$ cat config.mk
export PLATFORM = sky130hd
export DESIGN_NAME = main_io_irq_beep_controller_core_flat
export DESIGN_NICKNAME = d
export VERILOG_FILES = /design/src/hdl/mibc_pkg.sv /design/src/hdl/mibc_req_if.sv /design/src/hdl/mibc_rsp_if.sv /design/src/hdl/mibc_core.sv /design/src/hdl/mibc_skid.sv /design/src/hdl/main_io_irq_beep_controller_core.sv /design/src/flat_wrapper.sv
export SDC_FILE = /design/constraint.sdc
export NUM_CORES = 1
export LEC_CHECK = 0
export ABC_AREA = 1
export BUFFER_PORTS_ARGS = -buffer_cell sky130_fd_sc_hd__buf_2
export CAP_MARGIN = 20
export CORE_MARGIN = 4
export CORE_UTILIZATION = 36
export CTS_BUF_LIST = sky130_fd_sc_hd__clkbuf_4 sky130_fd_sc_hd__clkbuf_8 sky130_fd_sc_hd__clkbuf_16
export DETAILED_ROUTE_END_ITERATION = 8
export RECOVER_POWER = 25
export SLEW_MARGIN = 20
export SYNTH_ARGS = -nofsm -noshare
export SYNTH_HDL_FRONTEND = slang
export SYNTH_HIERARCHICAL = 1
export SYNTH_SLANG_ARGS = --single-unit
$ cat constraint.sdc
create_clock -name i_clk -period 2.6 [get_ports i_clk]
set_input_delay 0.52 -clock i_clk [delete_from_list [all_inputs] [get_ports i_clk]]
set_output_delay 0.52 -clock i_clk [all_outputs]
set_load 0.05 [all_outputs]
$ cat src/hdl/mibc_pkg.sv
package mibc_pkg;

    localparam int CMD_W        = 3;
    localparam int ADDR_W       = 16;
    localparam int BYTE_W       = 8;
    localparam int KEY_W        = 9;
    localparam int TIMER_W      = 12;
    localparam int BEEP_W       = 18;
    localparam int CFG_IDX_W    = 1;
    localparam int CFG_DATA_W   = 18;

    typedef enum logic [CMD_W-1:0] {
        CMD_READ    = 3'd0,
        CMD_WRITE   = 3'd1,
        CMD_TICK    = 3'd2,
        CMD_FDC     = 3'd3,
        CMD_LP      = 3'd4,
        CMD_KEY     = 3'd5,
        CMD_FDC_ACK = 3'd6
    } t_cmd;

    typedef enum logic [CFG_IDX_W-1:0] {
        CFG_TIMER_PERIOD = 1'b0,
        CFG_BEEP_LENGTH  = 1'b1
    } t_cfg_idx;

    localparam logic [ADDR_W-1:0] ADDR_KEY_STAT = 16'hfd00;
    localparam logic [ADDR_W-1:0] ADDR_KEY_CODE = 16'hfd01;
    localparam logic [ADDR_W-1:0] ADDR_IRQ_MASK = 16'hfd02;
    localparam logic [ADDR_W-1:0] ADDR_IRQ_BEEP = 16'hfd03;
    localparam logic [ADDR_W-1:0] ADDR_ROM_SEL  = 16'hfd0f;

    localparam logic [TIMER_W-1:0] TIMER_PERIOD_RST = 12'd2034;
    localparam logic [TIMER_W-1:0] TIMER_MAX        = '1;
    localparam logic [TIMER_W-1:0] TIMER_ONE        = 12'd1;
    localparam logic [BEEP_W-1:0]  BEEP_LENGTH_RST  = 18'd205000;
    localparam logic [BEEP_W-1:0]  BEEP_ONE         = 18'd1;

    localparam logic [BYTE_W-1:0]  BYTE_ALL_ONES    = 8'hff;
    localparam logic [BYTE_W-1:0]  KEY_STAT_PRESSED = 8'h7f;
    localparam int                 KEY_NONE_BIT     = 8;

    // enable register bit positions
    localparam int EN_KEY   = 0;
    localparam int EN_LP    = 1;
    localparam int EN_TIMER = 2;
    localparam int EN_FDC   = 4;

    // FD03 write bits
    localparam int BEEP_SPK_BIT    = 0;
    localparam int BEEP_SINGLE_BIT = 6;
    localparam int BEEP_CONT_BIT   = 7;

    typedef struct packed {
        logic [CMD_W-1:0]  cmd;
        logic [ADDR_W-1:0] addr;
        logic [BYTE_W-1:0] write_data;
        logic [KEY_W-1:0]  key_code;
        logic              other_irq;
    } t_req;

    typedef struct packed {
        logic [BYTE_W-1:0] read_data;
        logic              handled;
        logic              irq_request;
        logic              beep_active;
        logic              speaker_on;
        logic              basic_rom_on;
        logic [BYTE_W-1:0] enable_bits;
    } t_rsp;

endpackage

$ cat src/hdl/mibc_req_if.sv
interface mibc_req_if import mibc_pkg::*; ();
    logic              valid;
    logic              ready;
    logic [CMD_W-1:0]  cmd;
    logic [ADDR_W-1:0] addr;
    logic [BYTE_W-1:0] write_data;
    logic [KEY_W-1:0]  key_code;
    logic              other_irq;

    modport source (
        output valid, cmd, addr, write_data, key_code, other_irq,
        input  ready
    );
    modport sink (
        input  valid, cmd, addr, write_data, key_code, other_irq,
        output ready
    );
endinterface

$ cat src/hdl/mibc_rsp_if.sv
interface mibc_rsp_if import mibc_pkg::*; ();
    logic              valid;
    logic              ready;
    logic [BYTE_W-1:0] read_data;
    logic              handled;
    logic              irq_request;
    logic              beep_active;
    logic              speaker_on;
    logic              basic_rom_on;
    logic [BYTE_W-1:0] enable_bits;

    modport source (
        output valid, read_data, handled, irq_request, beep_active, speaker_on,
               basic_rom_on, enable_bits,
        input  ready
    );
    modport sink (
        input  valid, read_data, handled, irq_request, beep_active, speaker_on,
               basic_rom_on, enable_bits,
        output ready
    );
endinterface

$ cat src/hdl/mibc_core.sv
module mibc_core import mibc_pkg::*; (
    input  logic                  i_clk,
    input  logic                  i_rst_n,
    input  logic                  i_cfg_we,
    input  logic [CFG_IDX_W-1:0]  i_cfg_idx,
    input  logic [CFG_DATA_W-1:0] i_cfg_data,
    input  logic                  i_accept,
    input  t_req                  i_req,
    output t_rsp                  o_rsp
);

    logic [TIMER_W-1:0] r_period, n_period;
    logic [BEEP_W-1:0]  r_blen,   n_blen;
    logic [BYTE_W-1:0]  r_en,     n_en;
    logic               r_key,    n_key;
    logic               r_lp,     n_lp;
    logic               r_tick,   n_tick;
    logic               r_disk,   n_disk;
    logic               r_beep,   n_beep;
    logic               r_spk,    n_spk;
    logic               r_rom,    n_rom;
    logic [TIMER_W-1:0] r_tcnt,   n_tcnt;
    logic               r_long,   n_long;
    logic [BEEP_W-1:0]  r_bcnt,   n_bcnt;

    logic [BYTE_W-1:0]  rd;
    logic               hit;
    logic [BYTE_W-1:0]  status_now;
    t_cmd               cmd;

    assign cmd = t_cmd'(i_req.cmd);

    // active-low FD03 status
    assign status_now = ~{4'b0000, r_disk | i_req.other_irq, r_tick, r_lp,
                          r_key & r_en[EN_KEY]};

    always_comb begin
        n_period = r_period;
        n_blen   = r_blen;
        if (i_cfg_we) begin
            unique case (t_cfg_idx'(i_cfg_idx))
                CFG_TIMER_PERIOD: n_period = i_cfg_data[TIMER_W-1:0];
                CFG_BEEP_LENGTH:  n_blen   = i_cfg_data[BEEP_W-1:0];
            endcase
        end
    end

    always_comb begin
        n_en   = r_en;
        n_key  = r_key;
        n_lp   = r_lp;
        n_tick = r_tick;
        n_disk = r_disk;
        n_beep = r_beep;
        n_spk  = r_spk;
        n_rom  = r_rom;
        n_tcnt = r_tcnt;
        n_long = r_long;
        n_bcnt = r_bcnt;
        rd     = '0;
        hit    = 1'b0;
        unique case (cmd)
            CMD_READ: begin
                unique case (i_req.addr)
                    ADDR_KEY_STAT: begin
                        rd  = i_req.key_code[KEY_NONE_BIT] ? BYTE_ALL_ONES : KEY_STAT_PRESSED;
                        hit = 1'b1;
                    end
                    ADDR_KEY_CODE: begin
                        rd    = i_req.key_code[BYTE_W-1:0];
                        n_key = 1'b0;
                        hit   = 1'b1;
                    end
                    ADDR_IRQ_BEEP: begin
                        rd     = status_now;
                        n_lp   = 1'b0;
                        n_tick = 1'b0;
                        hit    = 1'b1;
                    end
                    ADDR_ROM_SEL: begin
                        rd    = BYTE_ALL_ONES;
                        n_rom = 1'b1;
                        hit   = 1'b1;
                    end
                    default: ;
                endcase
            end
            CMD_WRITE: begin
                unique case (i_req.addr)
                    ADDR_IRQ_MASK: begin
                        n_en = i_req.write_data;
                        hit  = 1'b1;
                    end
                    ADDR_IRQ_BEEP: begin
                        n_spk = i_req.write_data[BEEP_SPK_BIT];
                        if (i_req.write_data[BEEP_SINGLE_BIT]) begin
                            n_beep = 1'b1;
                            n_bcnt = (r_blen == '0) ? BEEP_ONE : r_blen;
                        end else begin
                            n_beep = i_req.write_data[BEEP_CONT_BIT];
                        end
                        hit = 1'b1;
                    end
                    ADDR_ROM_SEL: begin
                        n_rom = 1'b0;
                        hit   = 1'b1;
                    end
                    default: ;
                endcase
            end
            CMD_TICK: begin
                if (r_tcnt > TIMER_ONE) begin
                    n_tcnt = r_tcnt - TIMER_ONE;
                end else begin
                    n_tick = r_en[EN_TIMER];
                    n_long = ~r_long;
                    if (!r_long && r_period == TIMER_MAX) begin
                        n_tcnt = TIMER_MAX;
                    end else begin
                        n_tcnt = r_period + {{(TIMER_W-1){1'b0}}, ~r_long};
                    end
                end
                if (r_bcnt != '0) begin
                    n_bcnt = r_bcnt - BEEP_ONE;
                    if (r_bcnt == BEEP_ONE) begin
                        n_beep = 1'b0;
                    end
                end
            end
            CMD_FDC: begin
                if (r_en[EN_FDC]) begin
                    n_disk = 1'b1;
                end
            end
            CMD_LP: begin
                if (r_en[EN_LP]) begin
                    n_lp = 1'b1;
                end
            end
            CMD_KEY:     n_key  = 1'b1;
            CMD_FDC_ACK: n_disk = 1'b0;
            default: ;
        endcase
    end

    always_comb begin
        o_rsp.read_data    = rd;
        o_rsp.handled      = hit;
        o_rsp.irq_request  = (n_key & n_en[EN_KEY]) | n_lp | n_tick | n_disk
                             | i_req.other_irq;
        o_rsp.beep_active  = n_beep;
        o_rsp.speaker_on   = n_spk;
        o_rsp.basic_rom_on = n_rom;
        o_rsp.enable_bits  = n_en;
    end

    always_ff @(posedge i_clk) begin
        if (!i_rst_n) begin
            r_period <= TIMER_PERIOD_RST;
            r_blen   <= BEEP_LENGTH_RST;
            r_en     <= '0;
            r_key    <= 1'b0;
            r_lp     <= 1'b0;
            r_tick   <= 1'b0;
            r_disk   <= 1'b0;
            r_beep   <= 1'b0;
            r_spk    <= 1'b0;
            r_rom    <= 1'b1;
            r_tcnt   <= TIMER_PERIOD_RST;
            r_long   <= 1'b0;
            r_bcnt   <= '0;
        end else begin
            r_period <= n_period;
            r_blen   <= n_blen;
            if (i_accept) begin
                r_en   <= n_en;
                r_key  <= n_key;
                r_lp   <= n_lp;
                r_tick <= n_tick;
                r_disk <= n_disk;
                r_beep <= n_beep;
                r_spk  <= n_spk;
                r_rom  <= n_rom;
                r_tcnt <= n_tcnt;
                r_long <= n_long;
                r_bcnt <= n_bcnt;
            end
        end
    end

    a_fd03_read_clears: assert property (@(posedge i_clk) disable iff (!i_rst_n)
        i_accept && cmd == CMD_READ && i_req.addr == ADDR_IRQ_BEEP |=> !r_lp && !r_tick)
        else $error("FD03 read did not clear printer and timer flags");

    a_reload_toggles: assert property (@(posedge i_clk) disable iff (!i_rst_n)
        i_accept && cmd == CMD_TICK && r_tcnt <= TIMER_ONE |=> r_long != $past(r_long))
        else $error("timer reload did not alternate the period");

    a_idle_holds: assert property (@(posedge i_clk) disable iff (!i_rst_n)
        !i_accept |=> $stable(r_en) && $stable(r_tcnt) && $stable(r_bcnt) && $stable(r_key))
        else $error("state changed without a transfer");

    a_single_beep_on: assert property (@(posedge i_clk) disable iff (!i_rst_n)
        i_accept && cmd == CMD_WRITE && i_req.addr == ADDR_IRQ_BEEP
        && i_req.write_data[BEEP_SINGLE_BIT] |=> r_beep && r_bcnt != '0)
        else $error("single beep did not start");

endmodule

$ cat src/hdl/mibc_skid.sv
module mibc_skid import mibc_pkg::*; (
    input  logic i_clk,
    input  logic i_rst_n,
    input  logic i_valid,
    output logic o_ready,
    input  t_rsp i_data,
    output logic o_valid,
    input  logic i_ready,
    output t_rsp o_data
);

    logic r_out_vld, n_out_vld;
    logic r_skd_vld, n_skd_vld;
    t_rsp r_out, n_out;
    t_rsp r_skd, n_skd;
    logic take;
    logic push;

    assign o_ready = ~r_skd_vld;
    assign o_valid = r_out_vld;
    assign o_data  = r_out;
    assign take    = r_out_vld & i_ready;
    assign push    = i_valid & ~r_skd_vld;

    always_comb begin
        n_out_vld = r_out_vld;
        n_skd_vld = r_skd_vld;
        n_out     = r_out;
        n_skd     = r_skd;
        if (take) begin
            if (r_skd_vld) begin
                n_out     = r_skd;
                n_skd_vld = 1'b0;
            end else if (push) begin
                n_out = i_data;
            end else begin
                n_out_vld = 1'b0;
            end
        end else if (push) begin
            if (!r_out_vld) begin
                n_out     = i_data;
                n_out_vld = 1'b1;
            end else begin
                n_skd     = i_data;
                n_skd_vld = 1'b1;
            end
        end
    end

    always_ff @(posedge i_clk) begin
        if (!i_rst_n) begin
            r_out_vld <= 1'b0;
            r_skd_vld <= 1'b0;
        end else begin
            r_out_vld <= n_out_vld;
            r_skd_vld <= n_skd_vld;
        end
    end

    always_ff @(posedge i_clk) begin
        r_out <= n_out;
        r_skd <= n_skd;
    end

endmodule

$ cat src/hdl/main_io_irq_beep_controller_core.sv
// Main-CPU I/O block: interrupt enables (FD02), IRQ status and beeper (FD03),
// keyboard status/code (FD00/FD01), BASIC ROM select (FD0F) and the periodic
// timer driven by microsecond tick commands. Each accepted request produces
// exactly one response, registered in the output buffer. A new request
// can be taken every cycle while the buffer's skid entry is free: all state
// is updated when a request is accepted, and a two-entry output buffer keeps
// the request side ready while one response waits. Register writes on the
// config port take effect at once; a new timer period applies at the next
// reload, a new beep length at the next single beep.
module main_io_irq_beep_controller_core import mibc_pkg::*; (
    input  logic                  i_clk,
    input  logic                  i_rst_n,
    mibc_req_if.sink              i_req,
    mibc_rsp_if.source            o_rsp,
    input  logic                  i_cfg_we,
    input  logic [CFG_IDX_W-1:0]  i_cfg_idx,
    input  logic [CFG_DATA_W-1:0] i_cfg_data
);

    t_req req;
    t_rsp rsp_core;
    t_rsp rsp_out;
    logic req_ready;
    logic accept;

    assign req.cmd        = i_req.cmd;
    assign req.addr       = i_req.addr;
    assign req.write_data = i_req.write_data;
    assign req.key_code   = i_req.key_code;
    assign req.other_irq  = i_req.other_irq;

    assign i_req.ready = req_ready;
    assign accept      = i_req.valid & req_ready;

    mibc_core u_core (
        .i_clk      (i_clk),
        .i_rst_n    (i_rst_n),
        .i_cfg_we   (i_cfg_we),
        .i_cfg_idx  (i_cfg_idx),
        .i_cfg_data (i_cfg_data),
        .i_accept   (accept),
        .i_req      (req),
        .o_rsp      (rsp_core)
    );

    mibc_skid u_skid (
        .i_clk   (i_clk),
        .i_rst_n (i_rst_n),
        .i_valid (i_req.valid),
        .o_ready (req_ready),
        .i_data  (rsp_core),
        .o_valid (o_rsp.valid),
        .i_ready (o_rsp.ready),
        .o_data  (rsp_out)
    );

    assign o_rsp.read_data    = rsp_out.read_data;
    assign o_rsp.handled      = rsp_out.handled;
    assign o_rsp.irq_request  = rsp_out.irq_request;
    assign o_rsp.beep_active  = rsp_out.beep_active;
    assign o_rsp.speaker_on   = rsp_out.speaker_on;
    assign o_rsp.basic_rom_on = rsp_out.basic_rom_on;
    assign o_rsp.enable_bits  = rsp_out.enable_bits;

endmodule
$ cat src/flat_wrapper.sv
// flat-port wrapper written by rule: the top's interface ports become plain ports
module main_io_irq_beep_controller_core_flat import mibc_pkg::*;
  (i_clk, i_rst_n, i_cfg_we, i_cfg_idx, i_cfg_data, i_req_valid, i_req_cmd, i_req_addr, i_req_write_data, i_req_key_code, i_req_other_irq, i_req_ready, o_rsp_valid, o_rsp_read_data, o_rsp_handled, o_rsp_irq_request, o_rsp_beep_active, o_rsp_speaker_on, o_rsp_basic_rom_on, o_rsp_enable_bits, o_rsp_ready);
  mibc_req_if i_req_i ();
  mibc_rsp_if o_rsp_i ();
  input  logic i_clk;
  input  logic i_rst_n;
  input  logic i_cfg_we;
  input  logic [CFG_IDX_W-1:0] i_cfg_idx;
  input  logic [CFG_DATA_W-1:0] i_cfg_data;
  input wire logic [$bits(i_req_i.valid)-1:0] i_req_valid;
  input wire logic [$bits(i_req_i.cmd)-1:0] i_req_cmd;
  input wire logic [$bits(i_req_i.addr)-1:0] i_req_addr;
  input wire logic [$bits(i_req_i.write_data)-1:0] i_req_write_data;
  input wire logic [$bits(i_req_i.key_code)-1:0] i_req_key_code;
  input wire logic [$bits(i_req_i.other_irq)-1:0] i_req_other_irq;
  output wire logic [$bits(i_req_i.ready)-1:0] i_req_ready;
  output wire logic [$bits(o_rsp_i.valid)-1:0] o_rsp_valid;
  output wire logic [$bits(o_rsp_i.read_data)-1:0] o_rsp_read_data;
  output wire logic [$bits(o_rsp_i.handled)-1:0] o_rsp_handled;
  output wire logic [$bits(o_rsp_i.irq_request)-1:0] o_rsp_irq_request;
  output wire logic [$bits(o_rsp_i.beep_active)-1:0] o_rsp_beep_active;
  output wire logic [$bits(o_rsp_i.speaker_on)-1:0] o_rsp_speaker_on;
  output wire logic [$bits(o_rsp_i.basic_rom_on)-1:0] o_rsp_basic_rom_on;
  output wire logic [$bits(o_rsp_i.enable_bits)-1:0] o_rsp_enable_bits;
  input wire logic [$bits(o_rsp_i.ready)-1:0] o_rsp_ready;
  assign i_req_i.valid = i_req_valid;
  assign i_req_i.cmd = i_req_cmd;
  assign i_req_i.addr = i_req_addr;
  assign i_req_i.write_data = i_req_write_data;
  assign i_req_i.key_code = i_req_key_code;
  assign i_req_i.other_irq = i_req_other_irq;
  assign i_req_ready = i_req_i.ready;
  assign o_rsp_valid = o_rsp_i.valid;
  assign o_rsp_read_data = o_rsp_i.read_data;
  assign o_rsp_handled = o_rsp_i.handled;
  assign o_rsp_irq_request = o_rsp_i.irq_request;
  assign o_rsp_beep_active = o_rsp_i.beep_active;
  assign o_rsp_speaker_on = o_rsp_i.speaker_on;
  assign o_rsp_basic_rom_on = o_rsp_i.basic_rom_on;
  assign o_rsp_enable_bits = o_rsp_i.enable_bits;
  assign o_rsp_i.ready = o_rsp_ready;
  main_io_irq_beep_controller_core u_core (.i_clk(i_clk), .i_rst_n(i_rst_n), .i_req(i_req_i), .o_rsp(o_rsp_i), .i_cfg_we(i_cfg_we), .i_cfg_idx(i_cfg_idx), .i_cfg_data(i_cfg_data));
endmodule
==> run_results.csv <==
group,metric,value,unit
power_and_ir_drop,p_leak,3.57,nW
final_layout,drive_gt1_share,15.8,%
power_and_ir_drop,seqPwrFrac,39.4,%
worst_setup_path,crit_type,"in -> reg",
worst_setup_path,crit_chain,"clkbuf_1, clkbuf_1, o21ai_0, a21oi_1",
final_layout,area_growth,17.8,%
clock_tree,numCtsBuffers,17,
worst_setup_path,setup.worst_path.start,"i_rst_n",
place,hpwl,12100,µm
worst_setup_path,crit_required,2.94,ns
place,pre_cts_ws,0.322,ns
routing,drt_iter0_markers,378,
logic_synthesis,synth_edf_count,42,
timing,finalHoldViolCount,0,
floorplan,start_util,36.9,%
timing,fin_tns_setup,0,ns
final_layout,fillers,1876,
routing,drcViolationCount,0,
timing,fin_crit,2.11,ns
floorplan,core,18100,µm²
logic_synthesis,ys_seq_area_share,42.3,%
timing,period_share,81.0,%
logic_synthesis,synth_most_common_cell,"nand2_1",
run,maxCapViolCount,1,
worst_setup_path,end_kind,"register",
place,place_inst,1219,
logic_synthesis,synth_largest_area_cell,"dfxtp_1",
final_layout,diodes,0,
grt,antenna_found_initial,0,
logic_synthesis,syn_nets,999,
logic_synthesis,synth-async-reset-ratio,0,%
logic_synthesis,synthFlopType,"dfxtp_1",
clock_tree,cts_buffer_depth,2,
grt,grt_pass1_wl,27700,µm
logic_synthesis,netlist_area,6670,µm²
worst_setup_path,cp_top_family,"buffers and inverters",
floorplan,rows,49,
routing,num_vias,6105,
routing,wl,16700,µm
worst_setup_path,worstPathArrival,2.45,ns
power_and_ir_drop,irDropWorstVdd,0.548,mV
worst_setup_path,path_buf_inv,2,
logic_synthesis,synthCells,930,
floorplan,fp.dieW,144,µm
power_and_ir_drop,p_switching,1.47,mW
status,outcome,"complete, but fails checks",
power_and_ir_drop,switching_share,27.2,%
power_and_ir_drop,p_comb_share,13.7,%
grt,gr-total-overflow,0,
worst_setup_path,worst_path_most_repeated_cell,"clkbuf_1",
logic_synthesis,yosysTopAreaCellShare,23.4,%
routing,ant_nets,0,
logic_synthesis,synthTopCellsByArea,"dfxtp_1 23%, edfxtp_1 19%, nand2_1 14%",
logic_synthesis,synth_common_cells,"254 x nand2_1, 110 x inv_1, 104 x nor2_1, 78 x dfxtp_1, 69 x o21ai_0",
floorplan,io_pins,84,
worst_setup_path,start_kind,"primary input",
logic_synthesis,yosysWarningCount,6,
place,gp_congestion,0.869,
timing,slew_headroom,-16.6,%
logic_synthesis,synth_cell_types,41,
clock_tree,cts_setup_buffers,0,
min_path,min_path_type,"in -> reg",
clock_tree,clock_sinks,120,
place,io_buffers,83,
clock_tree,path_clk_slew,0.06,ns
routing,routed_via_density,4.88,
power_and_ir_drop,p_total,5.39,mW
routing,drt_first_pass_iters,5,
power_and_ir_drop,internal_power,3.92,mW
worst_setup_path,crit_fanout,41,
timing,rsz0062_at_grt,"no",
final_layout,post_layout_nonfiller_instances,1251,
clock_tree,cts_hold_buf,0,
floorplan,dieArea,20800,µm²
clock_tree,cts_tree,"built",
final_layout,nNetsFinal,1078,
worst_setup_path,r2r-start,"u_core/u_core/r_tcnt[0]",
timing,fmax,475,MHz
clock_tree,insertion_delay,0.42,ns
grt,track_usage,16.6,%
timing,setup_ws,0.493,ns
clock_tree,cts-root-buf,"clkbuf_16",
timing,tightest_slew,1.75,ns
grt,grt_max_degree,42,
timing,fin_skew,0.00672,ns
routing,wl_per_cell,13.4,µm
logic_synthesis,avgSynthCellArea,7.17,µm²
status,violations,"capacitance limit, slew limit",
clock_tree,h-tree-depth,4,
worst_setup_path,crit_slowest_cell,"clkbuf_1",
timing,hold_slack,0.300,ns
timing,setup_viol,0,
grt,grt_pass1_vias,5758,
floorplan,die_h,144,µm
power_and_ir_drop,powerDensity,686,nW/µm²
logic_synthesis,synth-seq-cells,120,
timing,report.final.slew_viol_count,42,
clock_tree,cts_resized,0,
power_and_ir_drop,pwr-share-clk,46.8,%
worst_setup_path,critPathMaxStageDelay,1.28,ns
min_path,hold_path_startpoint,"i_cfg_data[17]",
final timing paths:
path                                                 end  slack, ns  depth (start not counted)
worst min register to register       u_core/u_core/r_rom       0.47                          2
worst max-delay path             u_core/u_core/r_blen[1]       0.49                          4
worst max register to register  u_core/u_skid/o_data[11]       0.67                         12
worst min-delay path            u_core/u_core/r_blen[17]       0.30                          3
routing by layer:
layer	track usage (%)	routed length (µm)	share of wire, %	vias up
met2	26.5	7520	45	159
met4	4.91	180	1.1	0
met5	0	0	0	-
met1	22.7	8140	49	2736
met3	3.54	902	5.4	18
li1	-	-	-	3192
flip-flops by register name, indices dropped and copies added (netlist names), 8 cells and up:
register / count
u_core/u_skid/o_data: 21
u_core/u_skid/r_skd: 21
u_core/u_core/r_bcnt: 18
u_core/u_core/r_blen: 18
u_core/u_core/r_period: 12
u_core/u_core/r_tcnt: 12
u_core/u_core/r_en: 8
power by group through the flow:
| stage | Combinational, mW | Sequential, mW | Clock, mW |
|---|---|---|---|
| 2_1_floorplan | 0.449 | 2.26 | 0 |
| 3_3_place_gp | 0.742 | 2.16 | 0 |
| 3_5_place_dp | 0.744 | 2.16 | 0 |
| 4_1_cts | 0.748 | 2.13 | 2.58 |
| 5_1_grt | 0.835 | 2.14 | 2.68 |
| 6_report | 0.741 | 2.13 | 2.52 |
logic make-up (layout without fill, tap and decap cells):
kind of cell	after synthesis	in the layout	share of synthesized area [%]
and+or+nand+nor	481	481	31.5
adders and majority gates	8	8	1.50
AOI/OAI and AO/OA	153	153	12.7
xor gates and xnor gates	13	13	1.71
buffers and inverters	155	247	10.2
DFF	120	120	42.3
final cells by class:
class	instances	area, µm²	share of cell area, %
Clock buffer	18	439	5.59
Clock inverter	14	196	2.50
Inverter	116	440	5.61
Multi-Input combinational cell	655	3150	40.1
Sequential cell	120	2820	35.9
Tap cell	229	287	3.65
Timing Repair Buffer	99	518	6.59
worst reg2reg max path, cell delays in order (launching register included):
cell	delay, ns
dfxtp_1	0.38
inv_1	0.08
ha_1	0.24
inv_1	0.09
nand2_1	0.07
nand4_1	0.08
nor2_2	0.11
o211ai_1	0.21
nand2_1	0.11
nor2_1	0.13
nand2_1	0.08
nand2_1	0.07
nand2_1	0.05
through the flow:
| step | utilization [%] | cell area [µm²] |
|---|---|---|
| 6_report | 43.4 | 7860 |
| 4_1_cts | 43.6 | 7890 |
| 2_1_floorplan | - | 6670 |
| 3_5_place_dp | 40.1 | 7250 |
| 3_3_place_gp | 40.1 | 7250 |
| 5_1_grt | 43.4 | 7860 |
layout by cell type, fill, tap and decap left out, drive strengths merged:
cell and instances:
edfxtp 42, buf 89, clkinvlp 2, bufinv 4, xnor2 5, dfxtp 78
nand2 265, o21bai 1, clkinv 5, clkbuf 28, o21a 1, o31ai 1
or2 2, nand3b 2, o22ai 1, nor4 2, nor2 112, a31oi 1
nand4 38, o211ai 13, nand3 46, a21oi 63, xor2 8, o21ai 72
ha 8, nor3 14, inv 119
Power figures use the tool's default switching activity.
